### src/hdl/sfr_pkg.sv
`timescale 1ns / 1ps

package sfr_pkg;

    // Default size limit of one frame, in bytes.
    localparam int DEF_MAX_FRAME = 300;

    localparam logic [7:0] SYNC0 = 8'h5A;
    localparam logic [7:0] SYNC1 = 8'hA5;
    localparam logic [7:0] SYNC2 = 8'hFE;
    localparam int SYNC_LEN = 3;

    // Parser phases
    localparam logic [2:0] PH_HUNT = 3'd0;
    localparam logic [2:0] PH_CHIP = 3'd1;
    localparam logic [2:0] PH_LEN  = 3'd2;
    localparam logic [2:0] PH_DATA = 3'd3;
    localparam logic [2:0] PH_CHK  = 3'd4;

    // Event codes
    localparam logic [2:0] EV_NONE  = 3'd0;
    localparam logic [2:0] EV_CMD   = 3'd1;
    localparam logic [2:0] EV_DUMP  = 3'd2;
    localparam logic [2:0] EV_UNDSP = 3'd3;
    localparam logic [2:0] EV_FAIL  = 3'd4;
    localparam logic [2:0] EV_DROP  = 3'd5;

    // Configuration register indexes
    localparam logic [1:0] CFG_PLAIN   = 2'd0;
    localparam logic [1:0] CFG_CHECKED = 2'd1;
    localparam logic [1:0] CFG_MODE    = 2'd2;

    // Dispatch modes
    localparam logic [1:0] MODE_CMD  = 2'd0;
    localparam logic [1:0] MODE_DUMP = 2'd1;

    typedef struct packed {
        logic [7:0]  byte_echo;
        logic [8:0]  frame_pos;
        logic [2:0]  event_res;
        logic [7:0]  chip_kind;
        logic [15:0] frame_length;
    } result_t;

endpackage

### src/hdl/serial_frame_receiver.sv
`timescale 1ns / 1ps

// Byte-serial receiver for frames of the form 5A A5 FE, chip byte, 16-bit
// little-endian length, data, and an optional XOR checksum byte. It takes one
// byte per clock cycle while in_stall is low and returns one registered result
// per byte (the byte, its position in the frame, an event code and the chip
// and length fields seen so far). The whole parser state update is
// combinational, so the sustained rate is one byte per cycle while in_stall
// is low; a two-entry output stage keeps the input open while one result
// waits on a stalled output. Frames longer than MAX_FRAME bytes are dropped.
// Write the configuration registers only while no byte is in flight.
module serial_frame_receiver #(
    parameter int MAX_FRAME = sfr_pkg::DEF_MAX_FRAME
) (
    input  logic        clk,
    input  logic        rst_n,

    input  logic        cfg_wr_en,
    input  logic [1:0]  cfg_addr,
    input  logic [7:0]  cfg_wdata,

    input  logic        in_valid,
    output logic        in_stall,
    input  logic [7:0]  rx_byte,

    output logic        out_valid,
    input  logic        out_stall,
    output logic [7:0]  byte_echo,
    output logic [8:0]  frame_pos,
    output logic [2:0]  event_res,
    output logic [7:0]  chip_kind,
    output logic [15:0] frame_length
);

    localparam int POS_W = $clog2(MAX_FRAME + 1);
    localparam int EXT_W = (POS_W > 9) ? POS_W : 9;
    localparam logic [POS_W-1:0] POS_MAX  = POS_W'(MAX_FRAME);
    localparam logic [POS_W-1:0] POS_SYNC = POS_W'(sfr_pkg::SYNC_LEN);
    localparam logic [POS_W-1:0] POS_LEN0 = POS_W'(sfr_pkg::SYNC_LEN + 1);
    localparam logic [16:0] LEN_OFS = 17'(sfr_pkg::SYNC_LEN + 2);
    localparam logic [15:0] LEN_MAX = 16'(MAX_FRAME);

    // Configuration
    logic [7:0] plain_code_reg;
    logic [7:0] checked_code_reg;
    logic [1:0] mode_reg;

    // Parser state
    logic [2:0]       phase_reg, phase_next;
    logic [POS_W-1:0] pos_reg, pos_next;
    logic [7:0]       chip_reg, chip_next;
    logic [15:0]      len_reg, len_next;
    logic [7:0]       xor_reg, xor_next;

    // Output stage: main register and skid entry
    sfr_pkg::result_t out_reg, out_next;
    sfr_pkg::result_t skid_reg, skid_next;
    logic             out_valid_reg, out_valid_next;
    logic             skid_valid_reg, skid_valid_next;

    sfr_pkg::result_t res;
    logic             in_fire;
    logic             out_fire;
    logic [2:0]       ev;
    logic [2:0]       disp_ev;
    logic [7:0]       sync_byte;
    logic [POS_W-1:0] pos_inc;
    logic [EXT_W-1:0] pos_ext;
    logic             at_end;
    logic             done;

    assign in_stall = skid_valid_reg;
    assign in_fire  = in_valid & ~skid_valid_reg;
    assign out_fire = out_valid_reg & ~out_stall;

    assign pos_inc = pos_reg + POS_W'(1);
    assign pos_ext = EXT_W'(pos_reg);
    assign at_end  = (17'(pos_reg) == ({1'b0, len_reg} + LEN_OFS));

    always_comb
    begin
        case (pos_reg)
            POS_W'(0): sync_byte = sfr_pkg::SYNC0;
            POS_W'(1): sync_byte = sfr_pkg::SYNC1;
            default:   sync_byte = sfr_pkg::SYNC2;
        endcase
    end

    always_comb
    begin
        case (mode_reg)
            sfr_pkg::MODE_CMD:  disp_ev = sfr_pkg::EV_CMD;
            sfr_pkg::MODE_DUMP: disp_ev = sfr_pkg::EV_DUMP;
            default:            disp_ev = sfr_pkg::EV_UNDSP;
        endcase
    end

    always_comb
    begin
        phase_next = phase_reg;
        pos_next   = pos_reg;
        chip_next  = chip_reg;
        len_next   = len_reg;
        xor_next   = xor_reg;
        ev         = sfr_pkg::EV_NONE;
        done       = 1'b0;

        case (phase_reg)
            sfr_pkg::PH_HUNT:
            begin
                if (pos_reg < POS_SYNC && rx_byte == sync_byte)
                begin
                    xor_next = xor_reg ^ rx_byte;
                    pos_next = pos_inc;
                    if (pos_inc == POS_SYNC)
                    begin
                        phase_next = sfr_pkg::PH_CHIP;
                    end
                end
                else
                begin
                    phase_next = sfr_pkg::PH_HUNT;
                    pos_next   = '0;
                    xor_next   = '0;
                end
            end
            sfr_pkg::PH_CHIP:
            begin
                chip_next  = rx_byte;
                xor_next   = xor_reg ^ rx_byte;
                pos_next   = pos_inc;
                phase_next = sfr_pkg::PH_LEN;
            end
            sfr_pkg::PH_LEN:
            begin
                xor_next = xor_reg ^ rx_byte;
                if (pos_reg == POS_LEN0)
                begin
                    len_next = {8'h00, rx_byte};
                end
                else
                begin
                    len_next   = {rx_byte, len_reg[7:0]};
                    phase_next = sfr_pkg::PH_DATA;
                end
                pos_next = pos_inc;
                if (pos_inc >= POS_MAX)
                begin
                    phase_next = sfr_pkg::PH_HUNT;
                    pos_next   = '0;
                    xor_next   = '0;
                    ev         = sfr_pkg::EV_DROP;
                end
            end
            sfr_pkg::PH_DATA:
            begin
                if (len_reg == 16'h0000 || len_reg > LEN_MAX)
                begin
                    phase_next = sfr_pkg::PH_HUNT;
                    pos_next   = '0;
                    xor_next   = '0;
                    ev         = sfr_pkg::EV_DROP;
                end
                else
                begin
                    // The plain chip code wins when both codes are equal.
                    if (at_end && chip_reg == plain_code_reg)
                    begin
                        ev   = disp_ev;
                        done = 1'b1;
                    end
                    else if (at_end && chip_reg == checked_code_reg)
                    begin
                        phase_next = sfr_pkg::PH_CHK;
                    end

                    if (done)
                    begin
                        phase_next = sfr_pkg::PH_HUNT;
                        pos_next   = '0;
                        xor_next   = '0;
                    end
                    else
                    begin
                        xor_next = xor_reg ^ rx_byte;
                        pos_next = pos_inc;
                        if (pos_inc >= POS_MAX)
                        begin
                            phase_next = sfr_pkg::PH_HUNT;
                            pos_next   = '0;
                            xor_next   = '0;
                            ev         = sfr_pkg::EV_DROP;
                        end
                    end
                end
            end
            sfr_pkg::PH_CHK:
            begin
                ev         = (xor_reg == rx_byte) ? disp_ev : sfr_pkg::EV_FAIL;
                phase_next = sfr_pkg::PH_HUNT;
                pos_next   = '0;
                xor_next   = '0;
            end
            default:
            begin
                phase_next = sfr_pkg::PH_HUNT;
                pos_next   = '0;
                xor_next   = '0;
            end
        endcase
    end

    always_comb
    begin
        res.byte_echo    = rx_byte;
        res.frame_pos    = pos_ext[8:0];
        res.event_res    = ev;
        res.chip_kind    = chip_next;
        res.frame_length = len_next;
    end

    // A new result goes to the output register when it is free or draining,
    // otherwise to the skid entry.
    always_comb
    begin
        out_next        = out_reg;
        skid_next       = skid_reg;
        out_valid_next  = out_valid_reg;
        skid_valid_next = skid_valid_reg;

        if (out_fire || !out_valid_reg)
        begin
            if (skid_valid_reg)
            begin
                out_next        = skid_reg;
                out_valid_next  = 1'b1;
                skid_valid_next = 1'b0;
            end
            else
            begin
                out_next       = res;
                out_valid_next = in_fire;
            end
        end
        else if (in_fire)
        begin
            skid_next       = res;
            skid_valid_next = 1'b1;
        end
    end

    always_ff @(posedge clk or negedge rst_n)
    begin
        if (!rst_n)
        begin
            plain_code_reg   <= 8'd0;
            checked_code_reg <= 8'd1;
            mode_reg         <= sfr_pkg::MODE_CMD;
        end
        else if (cfg_wr_en)
        begin
            case (cfg_addr)
                sfr_pkg::CFG_PLAIN:   plain_code_reg   <= cfg_wdata;
                sfr_pkg::CFG_CHECKED: checked_code_reg <= cfg_wdata;
                sfr_pkg::CFG_MODE:    mode_reg         <= cfg_wdata[1:0];
                default:              ;
            endcase
        end
    end

    always_ff @(posedge clk or negedge rst_n)
    begin
        if (!rst_n)
        begin
            phase_reg <= sfr_pkg::PH_HUNT;
            pos_reg   <= '0;
            chip_reg  <= 8'd0;
            len_reg   <= 16'd0;
            xor_reg   <= 8'd0;
        end
        else if (in_fire)
        begin
            phase_reg <= phase_next;
            pos_reg   <= pos_next;
            chip_reg  <= chip_next;
            len_reg   <= len_next;
            xor_reg   <= xor_next;
        end
    end

    always_ff @(posedge clk or negedge rst_n)
    begin
        if (!rst_n)
        begin
            out_valid_reg  <= 1'b0;
            skid_valid_reg <= 1'b0;
        end
        else
        begin
            out_valid_reg  <= out_valid_next;
            skid_valid_reg <= skid_valid_next;
        end
    end

    always_ff @(posedge clk)
    begin
        out_reg  <= out_next;
        skid_reg <= skid_next;
    end

    assign out_valid    = out_valid_reg;
    assign byte_echo    = out_reg.byte_echo;
    assign frame_pos    = out_reg.frame_pos;
    assign event_res    = out_reg.event_res;
    assign chip_kind    = out_reg.chip_kind;
    assign frame_length = out_reg.frame_length;

endmodule
### config.mk
export PLATFORM = sky130hd
export DESIGN_NAME = serial_frame_receiver
export DESIGN_NICKNAME = d
export VERILOG_FILES = /design/src/hdl/sfr_pkg.sv /design/src/hdl/serial_frame_receiver.sv
export SDC_FILE = /design/constraint.sdc
export NUM_CORES = 1
export LEC_CHECK = 0
export BUFFER_PORTS_ARGS = -buffer_cell sky130_fd_sc_hd__buf_2
export CAP_MARGIN = 25
export CELL_PAD_IN_SITES_DETAIL_PLACEMENT = 0
export CELL_PAD_IN_SITES_GLOBAL_PLACEMENT = 2
export CORE_MARGIN = 3
export CORE_UTILIZATION = 36
export DETAILED_ROUTE_END_ITERATION = 16
export HOLD_SLACK_MARGIN = 0.05
export PLACE_DENSITY_LB_ADDON = 0.1
export SETUP_SLACK_MARGIN = 0.4
export SLEW_MARGIN = 20
export SYNTH_ARGS = -nofsm -noshare
export SYNTH_HDL_FRONTEND = slang
export SYNTH_SLANG_ARGS = --single-unit
export TNS_END_PERCENT = 1
### constraint.sdc
create_clock -name clk -period 3.8 [get_ports clk]
set_clock_uncertainty 0.2 [all_clocks]
set_input_delay 0.57 -clock clk [delete_from_list [all_inputs] [get_ports clk]]
set_output_delay 0.57 -clock clk [all_outputs]
set_load 0.005 [all_outputs]
**Word level (Yosys, flattened, before mapping)**

Cells that the tools add are included.

- Flip-flop bits (word level): 152
- Bits of input ports: 23
- Output and inout port bits: 46
- Word-level logic and storage cells: 106

- Add/sub/neg operators: 2
- Magnitude comparators: 3
- Equality and inequality tests: 19
- Multiplexer cells: 39
- Bitwise gates (word level): 6
- Reductions and logical operators: 17

Operators with widths:

| cell | count |
|---|---|
| 2-to-1 mux 3 bit | 15 |
| 2-to-1 mux 44 bit | 1 |
| 2-to-1 mux 8 bit | 5 |
| 2-to-1 mux 9 bit | 4 |
| case mux 9 bit (4 select lines) | 1 |
| == test 8 bit | 4 |
| 2-to-1 mux 16 bit | 2 |
| case mux 8 bit (4 select lines) | 1 |
| adder 16 x 3 -> 17 bit, second input constant | 1 |
| == test 9 x 17 -> 1 bit | 1 |
| > comparator 16 x 9 -> 1 bit, second input constant | 1 |
| logical NOT 16 bit | 1 |
| case mux 8 bit (2 select lines) | 1 |
| case mux 3 bit (4 select lines) | 1 |
| inequality test 5 bit, second input constant | 2 |
| adder 9 x 1 -> 9 bit, second input constant | 1 |
| == test 9 x 1 -> 1 bit, second input constant | 1 |
| == test 9 x 2 -> 1 bit, second input constant | 1 |
| == test 9 x 3 -> 1 bit, second input constant | 1 |
| >= comparator 9 bit, second input constant | 1 |
| logical NOT 9 bit | 1 |
| < comparator 9 x 2 -> 1 bit, second input constant | 1 |
| case mux 3 bit (3 select lines) | 1 |
| AND reduction 2 bit | 4 |
| 18 further kinds | 33 |

**Depth between registers and ports, before layout**

Gate-level depths: netlist of the first run.

- Depth in word-level cells: 10
- Gate-level depth with buffers: 11

**Worst setup path after synthesis of the first run**

OpenSTA, ideal clock, no wires.

- Path kind: input-to-reg
- Start point: input port out_stall
- End point: register skid_reg[0] (netlist name) (enable)
- Setup time: 446 ps
- Arrival time: 3,576 ps
- Required time: 3,154 ps
- Path slack: -421 ps
- Cell stages on the path: 2
- Path buffers: 0
- Path through: nand2_1 -> nor2_1

- Cells in the longest elaborated chain, start to end: 5

Ends and longest elaborated chain:

| item | RTL line | source |
|---|---|---|
| from (decl) | serial_frame_receiver.sv:27 | `input logic out_stall,` |
| NOT 1 bit | serial_frame_receiver.sv:74 | `assign out_fire = out_valid_reg & ~out_stall;` |
| bitwise AND 1 bit | serial_frame_receiver.sv:74 |  |
| logical OR 1 bit | serial_frame_receiver.sv:231 | `if (out_fire \|\| !out_valid_reg)` |
| NOT 1 bit (no line) | n/a |  |
| AND reduction 2 bit (no line) | n/a |  |
| to (signal assigned) | serial_frame_receiver.sv:308 | `skid_reg <= skid_next;` |
| to (decl) | serial_frame_receiver.sv:57 | `sfr_pkg::result_t skid_reg, skid_next;` |

No other way between the ends.
A chain may end at the register's enable or synchronous reset.

**Worst setup path after layout of the first run**

- Start point: register len_reg[0]
- End point: register out_reg (netlist bit event_res[0]), data pin

- Cells in the longest elaborated chain, start to end: 10
- Elaborated cells on any way between the ends: 15
- Those cells by class: add/sub: 1; order compare: 1; eq/ne: 1; mux: 9; reduce/logical: 3

Ends and longest elaborated chain:

| item | RTL line | source |
|---|---|---|
| from (decl) | serial_frame_receiver.sv:52 | `logic [15:0] len_reg, len_next;` |
| from (signal assigned) | serial_frame_receiver.sv:286 | `len_reg <= len_next;` |
| adder 16 x 3 -> 17 bit | serial_frame_receiver.sv:78 | `assign at_end = (17'(pos_reg) == ({1'b0, len_reg} + LEN_OFS));` |
| == test 9 x 17 -> 1 bit | serial_frame_receiver.sv:78 |  |
| logical AND 1 bit | serial_frame_receiver.sv:167 | `if (at_end && chip_reg == plain_code_reg)` |
| 2-to-1 mux 1 bit | serial_frame_receiver.sv:167 |  |
| 2-to-1 mux 1 bit | serial_frame_receiver.sv:157 | `if (len_reg == 16'h0000 \|\| len_reg > LEN_MAX)` |
| 2-to-1 mux 1 bit | serial_frame_receiver.sv:108 | `case (phase_reg)` |
| 2-to-1 mux 3 bit | serial_frame_receiver.sv:177 | `if (done)` |
| 2-to-1 mux 3 bit (*) | serial_frame_receiver.sv:157 |  |
| case mux 3 bit (3 select lines) (*) | serial_frame_receiver.sv:108 |  |
| net ev[0] | serial_frame_receiver.sv:64 | `logic [2:0] ev;` |
| 2-to-1 mux 44 bit (*) | serial_frame_receiver.sv:233 | `if (skid_valid_reg)` |
| to (signal assigned) | serial_frame_receiver.sv:307 | `out_reg <= out_next;` |
| to (decl) | serial_frame_receiver.sv:56 | `sfr_pkg::result_t out_reg, out_next;` |

Mark *: on every way through the listed nets, which the timed path passes. The rest lies on a longest branch. The select of a mux whose other input is x is not followed.

==> results.py, run 1 <==
metrics = {
    "route": {
        "wl_met2_um": 8770,
        "drc_errors": 0,
        "routed_via_density": 5.18,
        "first_pass_iters": 5,
        "wire_per_inst_um": 19.4,
        "first_iter_violations": 297,
        "dr_wl_met3_um": 737,
        "vias": 5067,
        "ant_nets": 0,
        "routed.top_layer": "met4",
        "wl_um": 19000,
        "wl_met1_um": 9180,
    },
    "setup_path": {
        "worst_path_max_delay_cell": "dfrtp_1",
        "r2r-start": "len_reg[0]",
        "endpoint_kind": "flip-flop",
        "crit_start": "len_reg[0]",
        "cp_max_fo": 7,
        "cp_cell_sequence": "ha_1 > o2111ai_4 > nor3_1 > mux2i_1 > nor4bb_1 > nand4_1 > o221ai_1 > o211ai_1 > mux2_2",
        "crit_family": "simple AND/OR/NAND/NOR gates",
        "crit_arrival_ns": 3.08,
        "path_buf_inv": 0,
        "crit_path_start_kind": "flip-flop",
        "critPathRequiredTime_ns": 3.78,
        "max_stage_delay_ns": 0.45,
        "worstSetupPathType": "reg2reg",
    },
    "clock_network": {
        "cts.clk_slew.worst_paths_ns": 0.06,
        "htreeDepth": 4,
        "cts_resized": 0,
        "cts_sinks": 152,
        "insertion_delay_ns": 0.43,
        "cts_root_buf": "clkbuf_16",
        "cts_made_buffers": 17,
        "cts_tree": "built",
        "cts_max_path_buffers": 2,
    },
    "synthesis": {
        "seq_area_frac_synth_pct": 56.8,
        "yosys.cell_types.count": 65,
        "synth_async_sr_flop_share_pct": 42.1,
        "postSynthAreaPerCell_sq_um": 11.8,
        "synth_edf_count": 88,
        "synthCells": 634,
        "yosys_warnings": 0,
        "synthesis.nets": 663,
        "synthFlopType": "edfxtp_1",
        "netlist_area_sq_um": 7470,
        "synth_seq_cells": 152,
    },
    "timing": {
        "slew_headroom_pct": 41.5,
        "rsz0062_at_grt": "no",
        "hold_viol": 0,
        "fin_crit_ns": 3.10,
        "maxSlewViolCount": 0,
        "fin_crit_sh_pct": 81.6,
        "worstMarginPinSlew_ns": 0.873,
        "final.setup.tns_ns": 0,
        "finalSetupViolCount": 0,
        "max_freq_ghz": 0.322,
        "hold_slack_ns": 0.189,
    },
    "power_and_ir_drop": {
        "total_power_mw": 5.73,
        "switching_share_pct": 32.3,
        "p_clk_share_pct": 29.5,
        "power_switching_mw": 1.85,
        "power_frac_comb_pct": 26.5,
        "power_density_nw_per_um2": 659,
        "p_int_mw": 3.88,
        "max-vdd-ir-drop_mv": 0.302,
        "p_seq_share_pct": 44.1,
        "power.leakage_nw": 3.46,
    },
    "global_route": {
        "antenna_found_initial": 0,
        "grt_pass1_wl_um": 29500,
        "grt_max_degree": 47,
        "grtUsageTotal_pct": 17.5,
        "grt_overflow": 0,
        "first_global_vias": 4965,
    },
    "die": {
        "die_height_um": 150,
        "rows": 52,
        "coreArea_sq_um": 20300,
        "fp.dieW_um": 150,
        "initial_utilization_pct": 36.8,
        "io_pins": 69,
        "die_area_sq_um": 22500,
    },
    "placement": {
        "port_buffers": 68,
        "dp.cells": 945,
        "hpwlAfterDp_um": 12900,
        "place.gp.congestion": 0.847,
    },
    "layout": {
        "fin_cells": 978,
        "nets": 724,
        "fill_cells": 1918,
        "final_cell_mix": "94 x nand2_1, 88 x edfxtp_1, 73 x mux2_2, 68 x buf_2, 62 x dfrtp_1",
        "layout_commonest_cell": "nand2_1",
        "antenna_cells": 0,
        "final_util_pct": 42.8,
        "area_growth_pct": 16.2,
        "largest_reg_flops": 44,
        "drive_gt1_share_pct": 29.5,
    },
    "worst_hold_path": {
        "hp-class": "in2reg",
        "worstHoldStart": "cfg_wdata[5]",
    },
    "job": {
        "cap_violations": 0,
    },
    "outcome": {
        "outcome": "completed",
    },
}
## final cells by class
class	count	area (sq um)	share of cell area [%]
inverters	6	22.5	0.259
clock buffers	19	433	4.98
repair buffers	84	463	5.33
multi-input cells	434	3040	35.0
well taps	270	338	3.89
flip-flops and latches	152	4250	48.9
clock inverters	13	145	1.67
## path summary, 6_finish.rpt
kind	endpoint	slack, ns	cells after the start
min in group asynchronous	plain_code_reg[3]	0.55	2
hold reg to reg	plain_code_reg[1]	0.33	1
setup reg to reg	event_res[0]	0.70	9
hold / removal	checked_code_reg[5]	0.19	2
max in group asynchronous	pos_ext[4]	1.90	4
setup / recovery	event_res[0]	0.70	9
## per-stage QoR
step	setup WS [ns]	instance area, sq um
floorplan	0.779	7480
global placement	0.766	8100
detailed placement	0.706	8100
CTS	0.696	8690
global route	0.415	8690
finish	0.699	8690
## worst register-to-register path: stages, from the launching register on
cell       delay (ns)
dfrtp_1          0.45
ha_1             0.30
o2111ai_4        0.19
nor3_1           0.27
mux2i_1          0.26
nor4bb_1         0.44
nand4_1          0.17
o221ai_1         0.18
o211ai_1         0.14
mux2_2           0.28
## power by group through the flow
| stage | Combinational [mW] | Sequential, mW | Clock (mW) |
|---|---|---|---|
| finish | 1.51 | 2.52 | 1.69 |
| global route | 1.69 | 2.58 | 1.80 |
| CTS | 1.54 | 2.53 | 1.72 |
| detailed placement | 1.54 | 2.56 | 0 |
| global placement | 1.53 | 2.54 | 0 |
| floorplan | 1.13 | 2.45 | 0 |
## layer usage
layer | global-route usage (%) | up-vias
li1 | - | 2411
met1 | 25.2 | 2518
met2 | 26.7 | 117
met3 | 3.52 | 21
met4 | 5.54 | 0
met5 | 0 | -
## cell usage after synthesis (4+ instances only)
library cell | instances | area, sq um
xor2_1 | 10 | 87.6
xnor2_1 | 34 | 298
mux2_2 | 73 | 822
dfrtp_1 | 63 | 1580
o21ai_0 | 27 | 135
o211ai_1 | 4 | 30.0
a22o_1 | 9 | 78.8
a21oi_1 | 10 | 50.1
inv_1 | 6 | 22.5
nand3_1 | 23 | 115
ha_1 | 6 | 75.1
and3_1 | 4 | 25.0
or3_1 | 5 | 31.3
nor3_1 | 14 | 70.1
and2_1 | 4 | 25.0
clkbuf_1 | 25 | 93.8
nand2_1 | 95 | 357
buf_1 | 4 | 15.0
nor3_2 | 5 | 50.1
nor2_1 | 36 | 135
nand4_1 | 15 | 93.8
edfxtp_1 | 88 | 2640
buf_2 | 10 | 50.1
nor4_1 | 7 | 43.8
## what timing repair did
action | in CTS | in global routing
buffers inserted | 0 | 0
hold buffers | 1 | 0
hold endpoints to repair | 16 | 0
## cell families (layout without fill, tap and decap cells)
| kind of cell | count (synthesis) | count (layout) | share of synthesized area (%) |
|---|---|---|---|
| fa+ha+maj | 6 | 6 | 1.00 |
| mux | 76 | 76 | 11.5 |
| simple gates | 230 | 230 | 15.3 |
| flops | 152 | 152 | 56.8 |
| buf+inv | 48 | 122 | 2.80 |
| xor+xnor | 44 | 44 | 5.16 |
| compound gates | 78 | 78 | 7.52 |
No activity file was read; power rests on OpenSTA's default activity.
==> run 2, diff against run 1 <==
clock period = 2.7 ns   (was 3.8 ns; I/O delays follow)
==> results.py, run 2 (synthesis results as in run 1) <==
metrics = {
    "clock_network": {
        "cts_max_path_buffers": 2,
        "insertion_delay_ns": 0.42,
        "cts_tree": "built",
        "cts_sinks": 152,
        "cts_root_buf": "clkbuf_16",
        "htreeDepth": 4,
        "cts.clk_slew.worst_paths_ns": 0.07,
        "cts_made_buffers": 17,
    },
    "setup_path": {
        "crit_path_start_kind": "flip-flop",
        "reg2reg_depth": 10,
        "r2r_end": "event_res[0]",
        "critPathRequiredTime_ns": 2.80,
        "worstSetupPathType": "reg2reg",
        "worst_path_max_delay_cell": "dfrtp_1",
        "crit_arrival_ns": 2.96,
        "worst-r2r-setup-slack_ns": -0.16,
        "crit_family": "compound AO/OA/AOI/OAI gates",
        "endpoint_kind": "flip-flop",
        "cp_max_fo": 5,
        "r2r-start": "len_reg[1]",
        "cp_cell_sequence": "ha_4 > o2111ai_4 > buf_6 > o32ai_1 > a21oi_1 > o32a_1 > nand4_4 > or3_1 > o211ai_1 > mux2_2",
        "path_buf_inv": 1,
        "max_stage_delay_ns": 0.43,
    },
    "worst_hold_path": {
        "worstHoldStart": "rx_byte[1]",
        "worstHoldEndpoint": "skid_reg[37]",
        "hp-class": "in2reg",
        "whs_path_depth": 1,
    },
    "global_route": {
        "grt_overflow": 0,
        "grt_max_degree": 49,
        "grtUsageTotal_pct": 17.9,
        "first_global_vias": 5370,
        "antenna_found_initial": 0,
        "grt_pass1_wl_um": 30500,
    },
    "layout": {
        "largest_reg_flops": 44,
        "final_cell_mix": "94 x nand2_1, 88 x edfxtp_1, 68 x buf_2, 65 x buf_4, 64 x mux2_2",
        "nets": 791,
        "layout_commonest_cell": "nand2_1",
        "drive_gt1_share_pct": 37.7,
        "antenna_cells": 0,
        "area_growth_pct": 26.5,
    },
    "timing": {
        "max_freq_ghz": 0.350,
        "maxSlewViolCount": 0,
        "fin_crit_ns": 2.86,
        "rsz0062_at_grt": "yes",
        "hold_viol": 0,
        "slew_headroom_pct": 55.9,
        "worstMarginPinSlew_ns": 0.662,
        "timing.final.ws_setup_ns": -0.159,
        "fin_crit_sh_pct": 106,
        "finalSetupViolCount": 22,
    },
    "power_and_ir_drop": {
        "p_int_mw": 5.75,
        "p_clk_share_pct": 27.2,
        "switching_share_pct": 32.6,
        "total_power_mw": 8.52,
        "p_seq_share_pct": 40.7,
        "power.leakage_nw": 3.87,
        "power_switching_mw": 2.78,
        "power_frac_comb_pct": 32.0,
        "power_density_nw_per_um2": 901,
        "max-vdd-ir-drop_mv": 0.442,
    },
    "job": {
        "cap_violations": 0,
    },
    "placement": {
        "hpwlAfterDp_um": 13500,
        "port_buffers": 68,
        "place_ws_ns": -0.165,
        "place.gp.congestion": 0.886,
    },
    "route": {
        "vias": 5311,
        "drc_errors": 0,
        "first_iter_violations": 299,
        "wl_um": 19200,
        "wire_per_inst_um": 18.4,
        "routed_via_density": 5.08,
        "ant_nets": 0,
        "first_pass_iters": 4,
    },
    "die": {
        "fp.dieW_um": 150,
        "coreArea_sq_um": 20300,
        "io_pins": 69,
        "rows": 52,
        "initial_utilization_pct": 36.8,
        "die_area_sq_um": 22500,
        "die_height_um": 150,
    },
    "outcome": {
        "violations": "setup timing",
        "outcome": "finished with violations",
    },
}
-- run 2: metrics by stage --
step | std cells | setup TNS, ns | hold WS (ns) | cell area, sq um | util [%]
final | 1045 | -0.755 | 0.106 | 9460 | 46.6
after global routing | 1045 | -2.98 | 0.104 | 9460 | 46.6
after CTS | 1045 | -0.306 | 0.0815 | 9380 | 46.2
after detailed placement | 1002 | -1.97 | 0.269 | 8590 | 42.3
after global placement | 1002 | -0.494 | 0.257 | 8590 | 42.3
after floorplan | 634 | 0 | -0.0906 | 7510 | -
-- run 2: layer usage --
layer	vias to the layer above	wire length [um]	track usage, %
met5	-	0	0
met4	0	480	6.86
met3	23	745	3.22
met2	102	8900	28.0
met1	2627	9110	24.8
li1	2559	-	-
-- run 2: final cells by class --
class | count | area (sq um)
well taps | 270 | 338
fillers | 1867 | 10800
inverters | 6 | 22.5
clock buffers | 20 | 478
repair buffers | 151 | 1040
clock inverters | 12 | 100
flip-flops and latches | 152 | 4250
multi-input cells | 434 | 3220
-- run 2: how the worst max path moves through the flow --
stage / from / end / slack, ns / cells past startpoint
2_1_floorplan: len_reg[0] / pos_ext[2] / 0.05 / 10
3_3_place_gp: len_reg[0] / event_res[2] / -0.08 / 9
3_5_place_dp: len_reg[1] / event_res[0] / -0.16 / 9
4_1_cts: len_reg[1] / event_res[0] / -0.11 / 10
5_1_grt: len_reg[1] / event_res[0] / -0.27 / 9
6_report: len_reg[1] / event_res[0] / -0.16 / 10
-- run 2: repair_timing --
action,CTS,global route
setup endpoints to repair,54,59
pin swaps,20,8
endpoints found under the hold margin,81,0
resized for setup,26,15
hold buffers,10,0
buffers inserted,1,0
-- run 2: power by group through the flow --
stage	combinational [mW]	sequential [mW]	clock, mW
floorplan	1.59	3.45	0
global placement	2.51	3.49	0
detailed placement	2.56	3.50	0
CTS	2.70	3.46	2.39
global route	3.02	3.53	2.48
finish	2.73	3.47	2.32
